File: config.mk
export PLATFORM = sky130hd
export DESIGN_NAME = bpbd_band_max
export DESIGN_NICKNAME = d
export VERILOG_FILES = /design/src/rtl/bpbd_pkg.sv /design/src/rtl/bpbd_band_max.sv
export SDC_FILE = /design/constraint.sdc
export NUM_CORES = 1
export LEC_CHECK = 0
export BUFFER_PORTS_ARGS = -buffer_cell sky130_fd_sc_hd__clkbuf_2
export CAP_MARGIN = 20
export CORE_AREA = 2 2 92 72
export DETAILED_ROUTE_END_ITERATION = 10
export DIE_AREA = 0 0 94 74
export PLACE_DENSITY = 0.8
export SYNTH_ARGS = -nofsm -noshare
export SYNTH_HDL_FRONTEND = slang
export SYNTH_SLANG_ARGS = --single-unit
File: constraint.sdc
create_clock -name i_clk -period 6.7 [get_ports i_clk]
set_input_delay 1.34 -clock i_clk [delete_from_list [all_inputs] [get_ports i_clk]]
set_output_delay 1.34 -clock i_clk [all_outputs]
set_load 0.05 [all_outputs]
File: src/rtl/bpbd_pkg.sv
// Shared types and constants of the band peak beat detector.
`default_nettype none

package bpbd_pkg;

    localparam int BIN_IDX_W  = 11;
    localparam int MAG_W      = 16;
    localparam int PEAK_W     = 15;
    localparam int TIME_W     = 32;
    localparam int CFG_IDX_W  = 3;
    localparam int CFG_DATA_W = 16;

    localparam logic [PEAK_W-1:0]    PEAK_FULL       = 15'd16384;
    localparam logic [BIN_IDX_W-1:0] MIN_BIN_RST     = 11'd0;
    localparam logic [BIN_IDX_W-1:0] MAX_BIN_RST     = 11'd1024;
    localparam logic [MAG_W-1:0]     THRESHOLD_RST   = 16'd11469;
    localparam logic [15:0]          DEBOUNCE_RST    = 16'd100;
    localparam logic [MAG_W-1:0]     DECAY_STEP_RST  = 16'd819;

    typedef enum logic [CFG_IDX_W-1:0] {
        CFG_MIN_BIN     = 3'd0,
        CFG_MAX_BIN     = 3'd1,
        CFG_THRESHOLD   = 3'd2,
        CFG_DEBOUNCE_MS = 3'd3,
        CFG_DECAY_STEP  = 3'd4
    } t_cfg_idx;

    typedef struct packed {
        logic [BIN_IDX_W-1:0] min_bin;
        logic [BIN_IDX_W-1:0] max_bin;
        logic [MAG_W-1:0]     threshold;
        logic [15:0]          debounce_ms;
        logic [MAG_W-1:0]     decay_step;
    } t_cfg;

    typedef struct packed {
        logic [MAG_W-1:0]  bin_value;
        logic              frame_last;
        logic [TIME_W-1:0] now_ms;
    } t_in_beat;

    typedef struct packed {
        logic [MAG_W-1:0]  band_level;
        logic              beat;
        logic [PEAK_W-1:0] peak_env;
        logic [MAG_W-1:0]  smooth_level;
        logic [TIME_W-1:0] ms_since_beat;
    } t_out_beat;

    // Control from the input register stage to the per-bin and per-frame logic.
    typedef struct packed {
        logic advance;
        logic frame_last;
    } t_stage_ctl;

endpackage

`default_nettype wire

File: src/rtl/bpbd_band_max.sv
// Bin position counter and in-band running maximum.
`default_nettype none

module bpbd_band_max
    import bpbd_pkg::*;
#(
    parameter int NUM_BINS = 1024
) (
    input  wire logic             i_clk,
    input  wire logic             i_rst_n,
    input  wire t_stage_ctl       i_ctl,
    input  wire logic [MAG_W-1:0] i_bin_value,
    input  wire t_cfg             i_cfg,
    output logic      [MAG_W-1:0] o_level
);

    localparam int CNT_W = $clog2(NUM_BINS + 1);
    localparam int CMP_W = (CNT_W > BIN_IDX_W) ? CNT_W : BIN_IDX_W;

    logic [CNT_W-1:0] r_bin_cnt, n_bin_cnt;
    logic [MAG_W-1:0] r_run_max, n_run_max;

    logic [BIN_IDX_W-1:0] band_lo, band_hi;
    logic [CMP_W-1:0]     cnt_ext, lo_ext, hi_ext;
    logic                 cnt_full, in_band;

    always_comb begin
        // A swapped pair of bounds still describes [smaller, larger).
        if (i_cfg.min_bin < i_cfg.max_bin) begin
            band_lo = i_cfg.min_bin;
            band_hi = i_cfg.max_bin;
        end else begin
            band_lo = i_cfg.max_bin;
            band_hi = i_cfg.min_bin;
        end
        cnt_ext  = CMP_W'(r_bin_cnt);
        lo_ext   = CMP_W'(band_lo);
        hi_ext   = CMP_W'(band_hi);
        cnt_full = (r_bin_cnt == CNT_W'(NUM_BINS));
        in_band  = !cnt_full && (cnt_ext >= lo_ext) && (cnt_ext < hi_ext);

        o_level = (in_band && (i_bin_value > r_run_max)) ? i_bin_value : r_run_max;

        n_bin_cnt = r_bin_cnt;
        n_run_max = r_run_max;
        if (i_ctl.advance) begin
            if (i_ctl.frame_last) begin
                n_bin_cnt = '0;
                n_run_max = '0;
            end else begin
                n_run_max = o_level;
                if (!cnt_full) begin
                    n_bin_cnt = r_bin_cnt + CNT_W'(1);
                end
            end
        end
    end

    always_ff @(posedge i_clk) begin
        if (!i_rst_n) begin
            r_bin_cnt <= '0;
            r_run_max <= '0;
        end else begin
            r_bin_cnt <= n_bin_cnt;
            r_run_max <= n_run_max;
        end
    end

endmodule

`default_nettype wire

[Yosys cells after proc, flatten, opt, wreduce, memory -nomap -nowiden]
Index checks and enable logic that the tools add are counted.
Word-level totals
  flip-flop bits (word level): 27
  latch bits: 0
  RAM bits: 0
  ROM bits: 0
  output and inout bits: 16
  logic and storage cells: 20
  memories kept: 0
Cells by class
  $add $sub $neg: 1
  multipliers: 0
  div/mod/pow operators: 0
  magnitude comparators: 4
  eq/ne operators: 2
  shifts and indexed selects: 0
  multiplexer cells: 6
  bitwise logic cells: 0
  reduce and logical (&&, ||, !) cells: 5
Operator list (count)
  2-to-1 mux 11 bit: 4
  2-to-1 mux 16 bit: 2
  < comparator 11 bit: 2
  > comparator 16 bit: 1
  adder 11 x 1 -> 11 bit, second input constant: 1
  equality test 11 bit, second input constant: 1
  greater-or-equal comparator 11 bit: 1
  logical AND 1 bit: 3
  != test 2 bit, second input constant: 1
  AND reduction 2 bit: 1
  zero test 1 bit: 1

[Longest topological paths before layout]
Gate-level depths: netlist of run 1.
  depth after elaboration: 8
  depth in mapped cells: 20
  gate-level depth less buffers: 16

[Worst setup path before layout of run 1]
No wires, ideal clock.
  kind: input -> output
  start: input i_cfg[50] in the netlist's numbering
  end: output o_level[15]
  arrival time: 5.192 ns
  slack: 0.168 ns
  stages: 16
  cell sequence: inv_1 > ha_1 > a21o_1 > a31oi_1 > o21ai_1 > a211oi_2 > buf_2 > mux2i_1 > ha_1 > nand4_1 > nor2_1 > nand3_1 > a211o_1 > and2_1 > buf_2 > o21ai_0
On the way
  cells in the longest elaborated chain, start to end: 7
  elaborated cells between the ends (all ways): 9
  classes of those cells: order compare (3); mux (3); reduce/logical (3)
RTL lines
  from (decl): RTL line bpbd_band_max.sv:13  | input wire t_cfg i_cfg,
  < comparator 11 bit: RTL line bpbd_band_max.sv:29  | if (i_cfg.min_bin < i_cfg.max_bin) begin
  2-to-1 mux 11 bit: RTL line bpbd_band_max.sv:29
  greater-or-equal comparator 11 bit: RTL line bpbd_band_max.sv:40  | in_band = !cnt_full && (cnt_ext >= lo_ext) && (cnt_ext < hi_ext);
  logical AND 1 bit: RTL line bpbd_band_max.sv:40
  logical AND 1 bit (*): RTL line bpbd_band_max.sv:40
  logical AND 1 bit (*): RTL line bpbd_band_max.sv:42  | o_level = (in_band && (i_bin_value > r_run_max)) ? i_bin_value : r_run_max;
  2-to-1 mux 16 bit (*): RTL line bpbd_band_max.sv:42
  to (decl): RTL line bpbd_band_max.sv:14  | output logic [MAG_W-1:0] o_level
Mark *: on every way between the ends. The rest lies on a longest branch, timed or not.

[Worst setup path after layout of run 1]
Same ends and word-level chain as after synthesis.

==> impl_results.md, run 1 <==
- Internal reg-to-reg setup slack: 4190 ps
- DP HPWL: 5.905 mm
- Worst-case vdd ir drop: 0.05795 mV
- Area of the die: 6956 um^2
- Post-CTS Resized: 0
- Internal power: 256.6 uW
- Clock input transition at the sequential cells of the worst setup and hold paths: 100 ps
- Area occupied by registers: 540.5 um^2
- Number of hold-slack violations in the final timing report: 0
- Bufs on Longest Clock Path: 2
- Register area share after synthesis: 17.84%
- Fill cell instance count of the final layout: 552
- Largest net degree at the start of global routing: 48
- Violation count after the first detailed-route iteration: 215
- Count of buffers from port buffering: 57
- Post-Synthesis Mean Instance Area: 7.727 um^2
- Number of nets at the end of the flow: 578
- 1st-pass router iterations: 4
- Routability congestion estimate: 0.8407
- Compound-cell area share of the yosys netlist: 23.71%
- Layout area overhead: 18.59%
- Post-route DRC: 0
- Number of hold buffers added after CTS: 0
- Number of clock sinks: 27
- Sort of element at the start of the critical path: primary input
- Number of synthesized flops with an enable pin: 0
- Type of the setup path with the least slack: in -> out
- Number of placed I/O pins: 106
- Final number of setup-violating endpoints: 0
- Leakage component of the power: 1.609 nW
- Async set or reset register ratio after synthesis: 0%
- Flip-flop cell with the highest count after synthesis: sky130_fd_sc_hd__dfxtp_1
- Wirelength per Cell: 15.10 um
- Root buffer cell: sky130_fd_sc_hd__clkbuf_8
- Slew at the pin closest to its max-slew limit: 992.0 ps
- Worst flop-to-flop path startpoint: r_run_max[15]$_SDFFE_PN0P_
- Arrival time worst endpoint: 5130 ps
- Sw frac: 32.73%
- Worst Slack Setup Final: 228.1 ps
- Required arrival time at the worst endpoint: 5360 ps
- Final critical delay including setup and external delays: 6472 ps
- Dominant combinational cell family by area after synthesis: simple AND/OR/NAND/NOR gates
- Clock tree skew after final layout: 5.300 ps
- Capture instance of the worst register-to-register path: r_run_max[13]$_SDFFE_PN0P_
- Y dimension of the die: 74 um
- Final period utilization: 96.60%
- Worst Hold Path Cells: 2
- Power Density: 106.2 nW/um^2
- Total area of multi-input combinational cells: 2291 um^2
- Status: finished, final reports clean
- Number of core rows: 25
- Sort of element at the end of the critical path: primary output
- CTS HTree Levels: 1
- Post-synthesis sequential element count: 27
- Total CTS buffers: 3
- Hold path startpoint: cnt_ext[5]$_SDFFE_PN0P_
- Detail-routed via count per cell: 5.950
- Number of pins exceeding their max-slew limit in the final report: 0
- Type of the tightest min-delay check: reg -> reg
- Number of distinct library cells after synthesis: 48
- Peak Freq: 154.5 MHz
- Later-pin clock latency in the skew report: 280 ps
- Area contributors post-synth: sky130_fd_sc_hd__ha_1, sky130_fd_sc_hd__dfxtp_1, sky130_fd_sc_hd__nor2_1
- Antenna violations before repair: 0
- First-pass GRT wire length: 13.23 mm
- Synthesized instance count: 392
- Synthesized-area fraction occupied by adder cells: 20.24%
- RSZ-0062 raised after global routing: no
- End point of the most critical hold path: cnt_ext[5]$_SDFFE_PN0P_
- Final antenna-violating net count: 0
- Remaining Overflow, GRT: 0
- Combinational share of power: 31.8%
- Library cell occupying the most area in the post-synthesis netlist: sky130_fd_sc_hd__ha_1
- Most frequent cell after synthesis: sky130_fd_sc_hd__ha_1
- Placeable core region: 6100 um^2
- Share of the synthesized area in the top cell type: 20.24%
- Clock network fraction of total power: 25.8%
- Share of cell area taken by muxes after synthesis: 4.378%
- CTS tree: yes
- Number of post-CTS setup repair buffers: 0
- Setup tns final: 0 ps
- Count of antenna diodes in the layout: 0
- Horizontal die dimension: 94 um
- Worst Setup Slack post-DPL: 126.9 ps
- Cell area after synthesis: 3029 um^2
- Via count of the first global-routing pass: 3,044
- Flop pwr share: 42.4%
- Overall routing resource usage: 23.12%
- Share of final-layout standard cells stronger than drive strength 1: 16.21%
- Xor/xnor cell area share of the yosys netlist: 2.024%
- Post-Synth Simple-Gate Area: 24.74%
- Worst r2r path cells: 10
- Ranking of synthesized cells by instance count: sky130_fd_sc_hd__ha_1, sky130_fd_sc_hd__nor2_1, sky130_fd_sc_hd__inv_1
- Switching power: 124.8 uW
- Total via count after detailed routing: 3,088
- # Max-Cap Violations: 0
- Slew headroom: 33.62%
- Initial core utilization: 49.66%
- Peak fanout along the critical path: 9
- Yosys synthesis warning count: 0
- Overall routed net length: 7.838 mm
- Net Count, Synth: 531
[how the worst max path moves through the flow]
stage,end,slack (ps),startpoint
4_1_cts,o_level[15],90,i_cfg[50]
3_5_place_dp,o_level[15],130,i_cfg[50]
6_report,o_level[15],230,i_cfg[50]
5_1_grt,o_level[15],4,i_cfg[50]
2_1_floorplan,o_level[15],170,i_cfg[50]
3_3_place_gp,o_level[15],170,i_cfg[50]
[power groups by stage]
| stage | clock network, mW | registers [mW] | logic (mW) |
|---|---|---|---|
| 3_5_place_dp | 0 | 0.165 | 0.120 |
| 6_report | 0.0985 | 0.162 | 0.121 |
| 4_1_cts | 0.101 | 0.162 | 0.120 |
| 5_1_grt | 0.106 | 0.162 | 0.136 |
| 3_3_place_gp | 0 | 0.165 | 0.115 |
| 2_1_floorplan | 0 | 0.165 | 0.0757 |
[critical path: stages]
cell,delay [ps]
sky130_fd_sc_hd__clkbuf_2,90
sky130_fd_sc_hd__inv_1,50
sky130_fd_sc_hd__ha_1,300
sky130_fd_sc_hd__a21o_1,180
sky130_fd_sc_hd__a31oi_1,160
sky130_fd_sc_hd__o21ai_1,150
sky130_fd_sc_hd__a211oi_4,360
sky130_fd_sc_hd__buf_12,170
sky130_fd_sc_hd__mux2_2,330
sky130_fd_sc_hd__ha_1,270
sky130_fd_sc_hd__nand2b_1,140
sky130_fd_sc_hd__a31oi_1,190
sky130_fd_sc_hd__o21ai_0,150
sky130_fd_sc_hd__a31oi_1,310
sky130_fd_sc_hd__nor3_4,100
sky130_fd_sc_hd__and2_4,200
sky130_fd_sc_hd__buf_4,170
sky130_fd_sc_hd__o21ai_0,190
sky130_fd_sc_hd__clkbuf_4,270
[stage by stage]
stage / total power [mW] / utilization [%] / area, um^2 / hold slack [ps] / std cells
floorplan: 0.2409 / - / 3029 / 504.4 / 392
global placement: 0.2807 / 58.07 / 3542 / 530.3 / 515
detailed placement: 0.2850 / 58.07 / 3542 / 546.1 / 515
CTS: 0.3829 / 58.81 / 3587 / 565.0 / 519
global route: 0.4036 / 58.89 / 3592 / 597.9 / 519
finish: 0.3814 / 58.89 / 3592 / 584.8 / 519
[placed cells by master (no fill, tap or decap), types with 15 or more instances in the layout]
cell type	count
sky130_fd_sc_hd__nand2b_1	18
sky130_fd_sc_hd__nand3_1	26
sky130_fd_sc_hd__inv_1	31
sky130_fd_sc_hd__ha_1	49
sky130_fd_sc_hd__nor2_1	39
sky130_fd_sc_hd__o31a_1	15
sky130_fd_sc_hd__a21oi_1	25
sky130_fd_sc_hd__clkbuf_2	47
sky130_fd_sc_hd__and4_1	15
sky130_fd_sc_hd__o32ai_1	15
sky130_fd_sc_hd__dfxtp_1	27
[final cells by class]
| class | count | area share (%) |
|---|---|---|
| Timing Repair Buffer | 64 | 13.86 |
| Inverter | 31 | 3.239 |
| Sequential cell | 27 | 15.05 |
| Clock buffer | 4 | 1.254 |
| Tap cell | 81 | 2.821 |
| Multi-Input combinational cell | 312 | 63.78 |
[cells by family (layout without fill, tap and decap cells)]
kind of cell             Yosys count  after routing
adder cells (fa/ha/maj)           49             49
multiplexers                      13             13
XOR/XNOR                           7              7
AND/OR/NAND/NOR                  137            137
AO/OA/AOI/OAI                    106            106
buffers and inverters             53             99
flip-flops                        27             27
[routing by layer]
layer	track usage (%)	up-vias	share of wire, %
li1	-	1550	-
met1	31.33	1444	48
met2	39.13	84	47
met3	3.141	10	4.5
met4	6.441	0	0.92
met5	0	-	0
[registers in the layout, indices dropped and copies added (netlist names)]
signal	count
cnt_ext	11
r_run_max	16
(Power assumes the default switching activity.)
==> run 2, diff against run 1 <==
--- a/config.mk
+++ b/config.mk
@@ -10,7 +10,7 @@
 export CORE_AREA = 2 2 92 72
 export DETAILED_ROUTE_END_ITERATION = 10
 export DIE_AREA = 0 0 94 74
-export PLACE_DENSITY = 0.8
+export PLACE_DENSITY = 0.85
 export SYNTH_ARGS = -nofsm -noshare
 export SYNTH_HDL_FRONTEND = slang
 export SYNTH_SLANG_ARGS = --single-unit
==> run 2 against run 1 <==
Net effect: global-route usage increased by 0.91 points; largest cell class unchanged; first-iteration DRC count increased by 33%; worst setup slack got worse by 35 ps; clock power decreased by 2.8%.
==> impl_results.md, run 2 (synthesis results as in run 1) <==
- Final period utilization: 97.11% (was 96.60%)
- Largest net degree at the start of global routing: 48 (unchanged)
- Share of final-layout standard cells stronger than drive strength 1: 16.67% (was 16.21%)
- Worst Slack Setup Final: 193.3 ps (was 228.1 ps)
- Worst-path cell chain: clkbuf_2 -> inv_1 -> ha_1 -> a21o_1 -> a31oi_1 -> o21ai_1 -> a211oi_4 -> buf_4 -> nor2_1 -> a21oi_1 -> ha_1 -> a21o_1 -> a31oi_1 -> o21ai_0 -> a31oi_2 -> nor3_4 -> and2_2 -> buf_4 -> o21ai_0 -> clkbuf_4 (was clkbuf_2 -> inv_1 -> ha_1 -> a21o_1 -> a31oi_1 -> o21ai_1 -> a211oi_4 -> buf_12 -> mux2_2 -> ha_1 -> nand2b_1 -> a31oi_1 -> o21ai_0 -> a31oi_1 -> nor3_4 -> and2_4 -> buf_4 -> o21ai_0 -> clkbuf_4)
- Final total power: 380.2 uW (was 381.4 uW)
- Overall routed net length: 8.210 mm (was 7.838 mm)
- Clock input transition at the sequential cells of the worst setup and hold paths: 100 ps (about the same)
- Final critical delay including setup and external delays: 6507 ps (was 6472 ps)
- Worst Setup Slack post-DPL: 142.8 ps (was 126.9 ps)
- 1st-pass router iterations: 5 (was 4)
- Max FFs per register: 16 (unchanged)
- Register bank with the most flops: r_run_max (unchanged)
- Final antenna-violating net count: 0 (unchanged)
- Placement-stage cell area: 3530 um^2 (was 3542 um^2)
- Count of buffers from port buffering: 57 (unchanged)
- Later-pin clock latency in the skew report: 280 ps (about the same)
- Number of cells in the design after placement: 515 (unchanged)
- Required arrival time at the worst endpoint: 5360 ps (about the same)
- Worst-case vdd ir drop: 0.08982 mV (was 0.05795 mV)
- Number of placed I/O pins: 106 (unchanged)
- Total via count after detailed routing: 3,167 (was 3,088)
- Crit-path max cell delay: 320 ps (was 360 ps)
- Type of the tightest min-delay check: reg -> reg (unchanged)
- Leakage component of the power: 1.606 nW (was 1.609 nW)
- Y dimension of the die: 74 um (unchanged)
- Setup tns final: 0 ps (unchanged)
- Horizontal die dimension: 94 um (unchanged)
- Detail-routed via count per cell: 6.102 (was 5.950)
- Post-route DRC: 0 (unchanged)
- Fill cell instance count of the final layout: 510 (was 552)
- Count of antenna diodes in the layout: 0 (unchanged)
- Violation count after the first detailed-route iteration: 287 (was 215)
- Number of core rows: 25 (unchanged)
- Number of clock sinks: 27 (unchanged)
- Type of the setup path with the least slack: in -> out (unchanged)
- Slew at the pin closest to its max-slew limit: 1001 ps (was 992.0 ps)
- Final number of setup-violating endpoints: 0 (unchanged)
- Total CTS buffers: 3 (unchanged)
- Initial core utilization: 49.66% (unchanged)
- Status: finished, final reports clean (unchanged)
- # Max-Cap Violations: 0 (unchanged)
- Sort of element at the end of the critical path: primary output (unchanged)
- Antenna violations before repair: 0 (unchanged)
- Sort of element at the start of the critical path: primary input (unchanged)
- Number of hold-slack violations in the final timing report: 0 (unchanged)
- CTS tree: yes (unchanged)
- Placeable core region: 6100 um^2 (unchanged)
- Arrival time worst endpoint: 5170 ps (was 5130 ps)
- Number of pins exceeding their max-slew limit in the final report: 0 (unchanged)
- Slowest CP cell: sky130_fd_sc_hd__a211oi_4 (unchanged)
- Wirelength per Cell: 15.82 um (was 15.10 um)
- Number of nets at the end of the flow: 578 (unchanged)
- First-pass GRT wire length: 13.84 mm (was 13.23 mm)
- Via count of the first global-routing pass: 3,120 (was 3,044)
- Power Density: 106.0 nW/um^2 (was 106.2 nW/um^2)
- Clock tree skew after final layout: 11.12 ps (was 5.300 ps)
- Overall routing resource usage: 24.03% (was 23.12%)
- Slew headroom: 33.01% (was 33.62%)
- Most common cell after layout, fill and taps aside: sky130_fd_sc_hd__ha_1 (unchanged)
- Layout area overhead: 18.38% (was 18.59%)
- Most used cells in the layout excluding fill and tap cells: sky130_fd_sc_hd__ha_1, sky130_fd_sc_hd__clkbuf_2, sky130_fd_sc_hd__nor2_1 (unchanged)
- Bufs on Longest Clock Path: 2 (unchanged)
- Area of the die: 6956 um^2 (unchanged)
- Root buffer cell: sky130_fd_sc_hd__clkbuf_8 (unchanged)
- Min Hold Slack: 569.3 ps (was 584.8 ps)
- Routability congestion estimate: 0.8482 (was 0.8407)
- CTS HTree Levels: 1 (unchanged)
- Filler-free cell count of the finished design: 519 (unchanged)
- RSZ-0062 raised after global routing: no (unchanged)
- Number of hold buffers added after CTS: 0 (unchanged)
- DP HPWL: 6.181 mm (was 5.905 mm)
- Peak Freq: 153.7 MHz (was 154.5 MHz)
- Core Util, Final: 58.79% (was 58.89%)
- Peak fanout along the critical path: 10 (was 9)
- Layout Cell Area excl Fill: 3586 um^2 (was 3592 um^2)
- Remaining Overflow, GRT: 0 (unchanged)
run 2: path summary, 6_finish.rpt:
| kind | from | endpoint | slack (ps) | cells after the start |
|---|---|---|---|---|
| min | cnt_ext[5]$_SDFFE_PN0P_ | cnt_ext[5]$_SDFFE_PN0P_ | 570 | 2 |
| max | i_cfg[50] | o_level[1] | 190 | 20 |
| min reg2reg | cnt_ext[5]$_SDFFE_PN0P_ | cnt_ext[5]$_SDFFE_PN0P_ | 570 | 2 |
| max reg2reg | cnt_ext[0]$_SDFFE_PN0P_ | r_run_max[12]$_SDFFE_PN0P_ | 4170 | 10 |
run 2: cell type report:
cell class              count  area (um^2)  area share [%]
clock buffers               3        41.29           1.151
clock inverters             1        5.005          0.1396
flip-flops and latches     27        540.5           15.07
inverters                  31        116.4           3.245
multi-input cells         312         2296           64.03
repair buffers             64        485.5           13.54
well taps                  81        101.3           2.826
run 2: repair_timing:
action,4_1_cts,5_1_grt
setup buffers,0,0
setup endpoints to repair,0,13
gates resized for setup,0,7
run 2: routing by layer:
metal	wire, um	track usage (%)	vias up
met4	95	5.958	0
li1	-	-	1547
met2	4034	42.62	109
met3	453	3.749	12
met1	3626	31.04	1499
met5	0	0	-
run 2: report_power, final:
group	switching [mW]	internal, mW	total (mW)
Clock	0.0539	0.0418	0.0957
Combinational	0.0710	0.0518	0.123
Sequential	0.000802	0.161	0.162
run 2: critical path: cells and delay by family:
kind                     cells  cell delay (ps)
AO/OA/AOI/OAI               10             2020
AND/OR/NAND/NOR              3              400
buffers and inverters        5              830
adder cells (fa/ha/maj)      2              570
==> run 3, diff against run 2 <==
--- a/config.mk
+++ b/config.mk
@@ -5,11 +5,14 @@
 export SDC_FILE = /design/constraint.sdc
 export NUM_CORES = 1
 export LEC_CHECK = 0
-export BUFFER_PORTS_ARGS = -buffer_cell sky130_fd_sc_hd__clkbuf_2
+export ABC_CLOCK_PERIOD_IN_PS = 6700
+export BUFFER_PORTS_ARGS = -buffer_cell sky130_fd_sc_hd__buf_4
 export CAP_MARGIN = 20
-export CORE_AREA = 2 2 92 72
+export CELL_PAD_IN_SITES_DETAIL_PLACEMENT = 1
+export CELL_PAD_IN_SITES_GLOBAL_PLACEMENT = 2
+export CORE_AREA = 2 2 124 96
 export DETAILED_ROUTE_END_ITERATION = 10
-export DIE_AREA = 0 0 94 74
+export DIE_AREA = 0 0 126 98
 export PLACE_DENSITY = 0.85
 export SYNTH_ARGS = -nofsm -noshare
 export SYNTH_HDL_FRONTEND = slang
==> run 3 against run 2 <==
Net effect: utilization fell by 26 points; combinational power rose by 4%; critical path type unchanged; die area rose by 78%; flip-flop and latch count did not move; clock skew fell by 7.5 ps; non-clock buffer count did not move; cell area rose by 3.2%; sequential power barely moved; sequential share of layout area fell by 0.46 points; fmax rose by 0.51%.
==> impl_results.md, run 3 (synthesis results as in run 1) <==
- Status: finished, final reports clean (unchanged)
- Number of nets at the end of the flow: 578 (unchanged)
- Root buffer cell: sky130_fd_sc_hd__clkbuf_16 (was sky130_fd_sc_hd__clkbuf_8)
- Remaining Overflow, GRT: 0 (unchanged)
- Detail-routed via count per cell: 5.299 (was 6.102)
- Number of placed I/O pins: 106 (unchanged)
- Routability congestion estimate: 0.8326 (was 0.8482)
- Filler-free cell count of the finished design: 582 (was 519)
- Violation count after the first detailed-route iteration: 125 (was 287)
- Final antenna-violating net count: 0 (unchanged)
- Sum of buffers and inverters on the critical path: 4 (was 5)
- Leakage component of the power: 1.623 nW (was 1.606 nW)
- Final critical delay including setup and external delays: 6474 ps (was 6507 ps)
- Initial core utilization: 26.97% (was 49.66%)
- Total CTS buffers: 3 (unchanged)
- Via count of the first global-routing pass: 3,154 (was 3,120)
- First-pass GRT wire length: 15.65 mm (was 13.84 mm)
- 1st-pass router iterations: 4 (was 5)
- Placeable core region: 11,230 um^2 (was 6100 um^2)
- Y dimension of the die: 98 um (was 74 um)
- Count of buffers from port buffering: 57 (unchanged)
- Type of the setup path with the least slack: in -> out (unchanged)
- Wirelength per Cell: 16.25 um (was 15.82 um)
- Share of final-layout standard cells stronger than drive strength 1: 16.44% (was 16.67%)
- DP HPWL: 7.278 mm (was 6.181 mm)
- # Max-Cap Violations: 0 (unchanged)
- Overall routing resource usage: 15.05% (was 24.03%)
- Clock tree skew after final layout: 3.626 ps (was 11.12 ps)
- Final period utilization: 96.62% (was 97.11%)
- Number of hold buffers added after CTS: 0 (unchanged)
- Horizontal die dimension: 126 um (was 94 um)
- Sort of element at the end of the critical path: primary output (unchanged)
- Most used cells in the layout excluding fill and tap cells: sky130_fd_sc_hd__buf_4, sky130_fd_sc_hd__ha_1, sky130_fd_sc_hd__nor2_1 (was sky130_fd_sc_hd__ha_1, sky130_fd_sc_hd__clkbuf_2, sky130_fd_sc_hd__nor2_1)
- Area of the die: 12,350 um^2 (was 6956 um^2)
- Post-CTS Resized: 0 (unchanged)
- Number of pins exceeding their max-slew limit in the final report: 0 (unchanged)
- Antenna violations before repair: 0 (unchanged)
- Total area of multi-input combinational cells: 2296 um^2 (unchanged)
- Number of hold-slack violations in the final timing report: 0 (unchanged)
- Crit-path max cell delay: 390 ps (was 320 ps)
- CTS HTree Levels: 1 (unchanged)
- Core Util, Final: 32.94% (was 58.79%)
- Type of the tightest min-delay check: reg -> reg (unchanged)
- Peak Freq: 154.5 MHz (was 153.7 MHz)
- Power Density: 115.8 nW/um^2 (was 106.0 nW/um^2)
- Overall routed net length: 9.459 mm (was 8.210 mm)
- Max FFs per register: 16 (unchanged)
- Worst Slack Setup Final: 226.2 ps (was 193.3 ps)
- Register bank with the most flops: r_run_max (unchanged)
- Later-pin clock latency in the skew report: 260 ps (was 280 ps)
- Worst Setup Slack post-DPL: 113.5 ps (was 142.8 ps)
- Count of antenna diodes in the layout: 0 (unchanged)
- Number of cells in the design after placement: 578 (was 515)
- Clock input transition at the sequential cells of the worst setup and hold paths: 70 ps (was 100 ps)
- Slew headroom: 34.36% (was 33.01%)
- Fill cell instance count of the final layout: 1,366 (was 510)
- Min Hold Slack: 566.8 ps (was 569.3 ps)
- Slew at the pin closest to its max-slew limit: 980.9 ps (was 1001 ps)
- Arrival time worst endpoint: 5130 ps (was 5170 ps)
- Number of core rows: 34 (was 25)
- Final number of setup-violating endpoints: 0 (unchanged)
- Number of clock sinks: 27 (unchanged)
- Bufs on Longest Clock Path: 2 (unchanged)
- Total via count after detailed routing: 3,084 (was 3,167)
- Slowest CP cell: sky130_fd_sc_hd__mux2_1 (was sky130_fd_sc_hd__a211oi_4)
- Most common cell after layout, fill and taps aside: sky130_fd_sc_hd__buf_4 (was sky130_fd_sc_hd__ha_1)
- Required arrival time at the worst endpoint: 5360 ps (about the same)
- Largest net degree at the start of global routing: 39 (was 48)
- Layout area overhead: 22.14% (was 18.38%)
- Number of post-CTS setup repair buffers: 0 (unchanged)
- Post-route DRC: 0 (unchanged)
- Area occupied by registers: 540.5 um^2 (unchanged)
- Peak fanout along the critical path: 21 (was 10)
- Final total power: 428.6 uW (was 380.2 uW)
- Sort of element at the start of the critical path: primary input (unchanged)
- CTS tree: yes (unchanged)
- Worst-case vdd ir drop: 0.08379 mV (was 0.08982 mV)
- Worst-path cell chain: buf_4 -> inv_1 -> ha_1 -> a21o_1 -> a31oi_1 -> o21ai_1 -> a211oi_4 -> buf_6 -> mux2i_1 -> ha_1 -> nand4_1 -> nor3_1 -> and4bb_1 -> nand4_1 -> nor3_4 -> and2_2 -> mux2_1 -> buf_4 (was clkbuf_2 -> inv_1 -> ha_1 -> a21o_1 -> a31oi_1 -> o21ai_1 -> a211oi_4 -> buf_4 -> nor2_1 -> a21oi_1 -> ha_1 -> a21o_1 -> a31oi_1 -> o21ai_0 -> a31oi_2 -> nor3_4 -> and2_2 -> buf_4 -> o21ai_0 -> clkbuf_4)
- Kind of cell adding the most delay to the critical path: simple AND/OR/NAND/NOR gates (was compound AO/OA/AOI/OAI gates)
[run 3: cell count changes in the layout (fill, tap and decap cells not counted), sizes merged]
cell and delta:
buf +48, clkinv -1, clkbuf -47
[run 3: through the flow]
stage | area, um^2 | TNS, ps
after floorplan | 3029 | 0
after global placement | 3606 | 0
after detailed placement | 3606 | 0
after CTS | 3685 | 0
after global routing | 3700 | -7.905
final | 3700 | 0
[run 3: area by class of cell]
class / count / share of cell area [%]
clock buffers: 4 / 2.131
inverters: 31 / 3.145
multi-input cells: 312 / 62.06
flip-flops and latches: 27 / 14.61
well taps: 144 / 4.870
repair buffers: 64 / 13.19
[run 3: final timing paths]
path | startpoint | depth (start not counted) | endpoint | slack [ps]
setup / recovery | i_cfg[50] | 18 | o_level[0] | 230
hold / removal | cnt_ext[5]$_SDFFE_PN0P_ | 2 | cnt_ext[5]$_SDFFE_PN0P_ | 570
setup reg to reg | cnt_ext[2]$_SDFFE_PN0P_ | 10 | r_run_max[14]$_SDFFE_PN0P_ | 4000
hold reg to reg | cnt_ext[5]$_SDFFE_PN0P_ | 2 | cnt_ext[5]$_SDFFE_PN0P_ | 570
[run 3: worst min-delay path: stages (launching register included)]
cell,delay [ps]
sky130_fd_sc_hd__dfxtp_1,370
sky130_fd_sc_hd__o21ai_0,100
sky130_fd_sc_hd__a21oi_1,60
[run 3: report_power, final]
group	leakage (nW)	internal (mW)	switching, mW
clock	0.0382	0.0816	0.0577
sequential	0.218	0.161	0.000827
combinational	1.37	0.0567	0.0710
[run 3: routing by layer]
| layer | share of wire [%] | global-route usage, % |
|---|---|---|
| met1 | 48 | 20.01 |
| met2 | 49 | 26.92 |
| met3 | 2.2 | 1.534 |
| met4 | 0.69 | 2.282 |
| met5 | 0 | 0 |
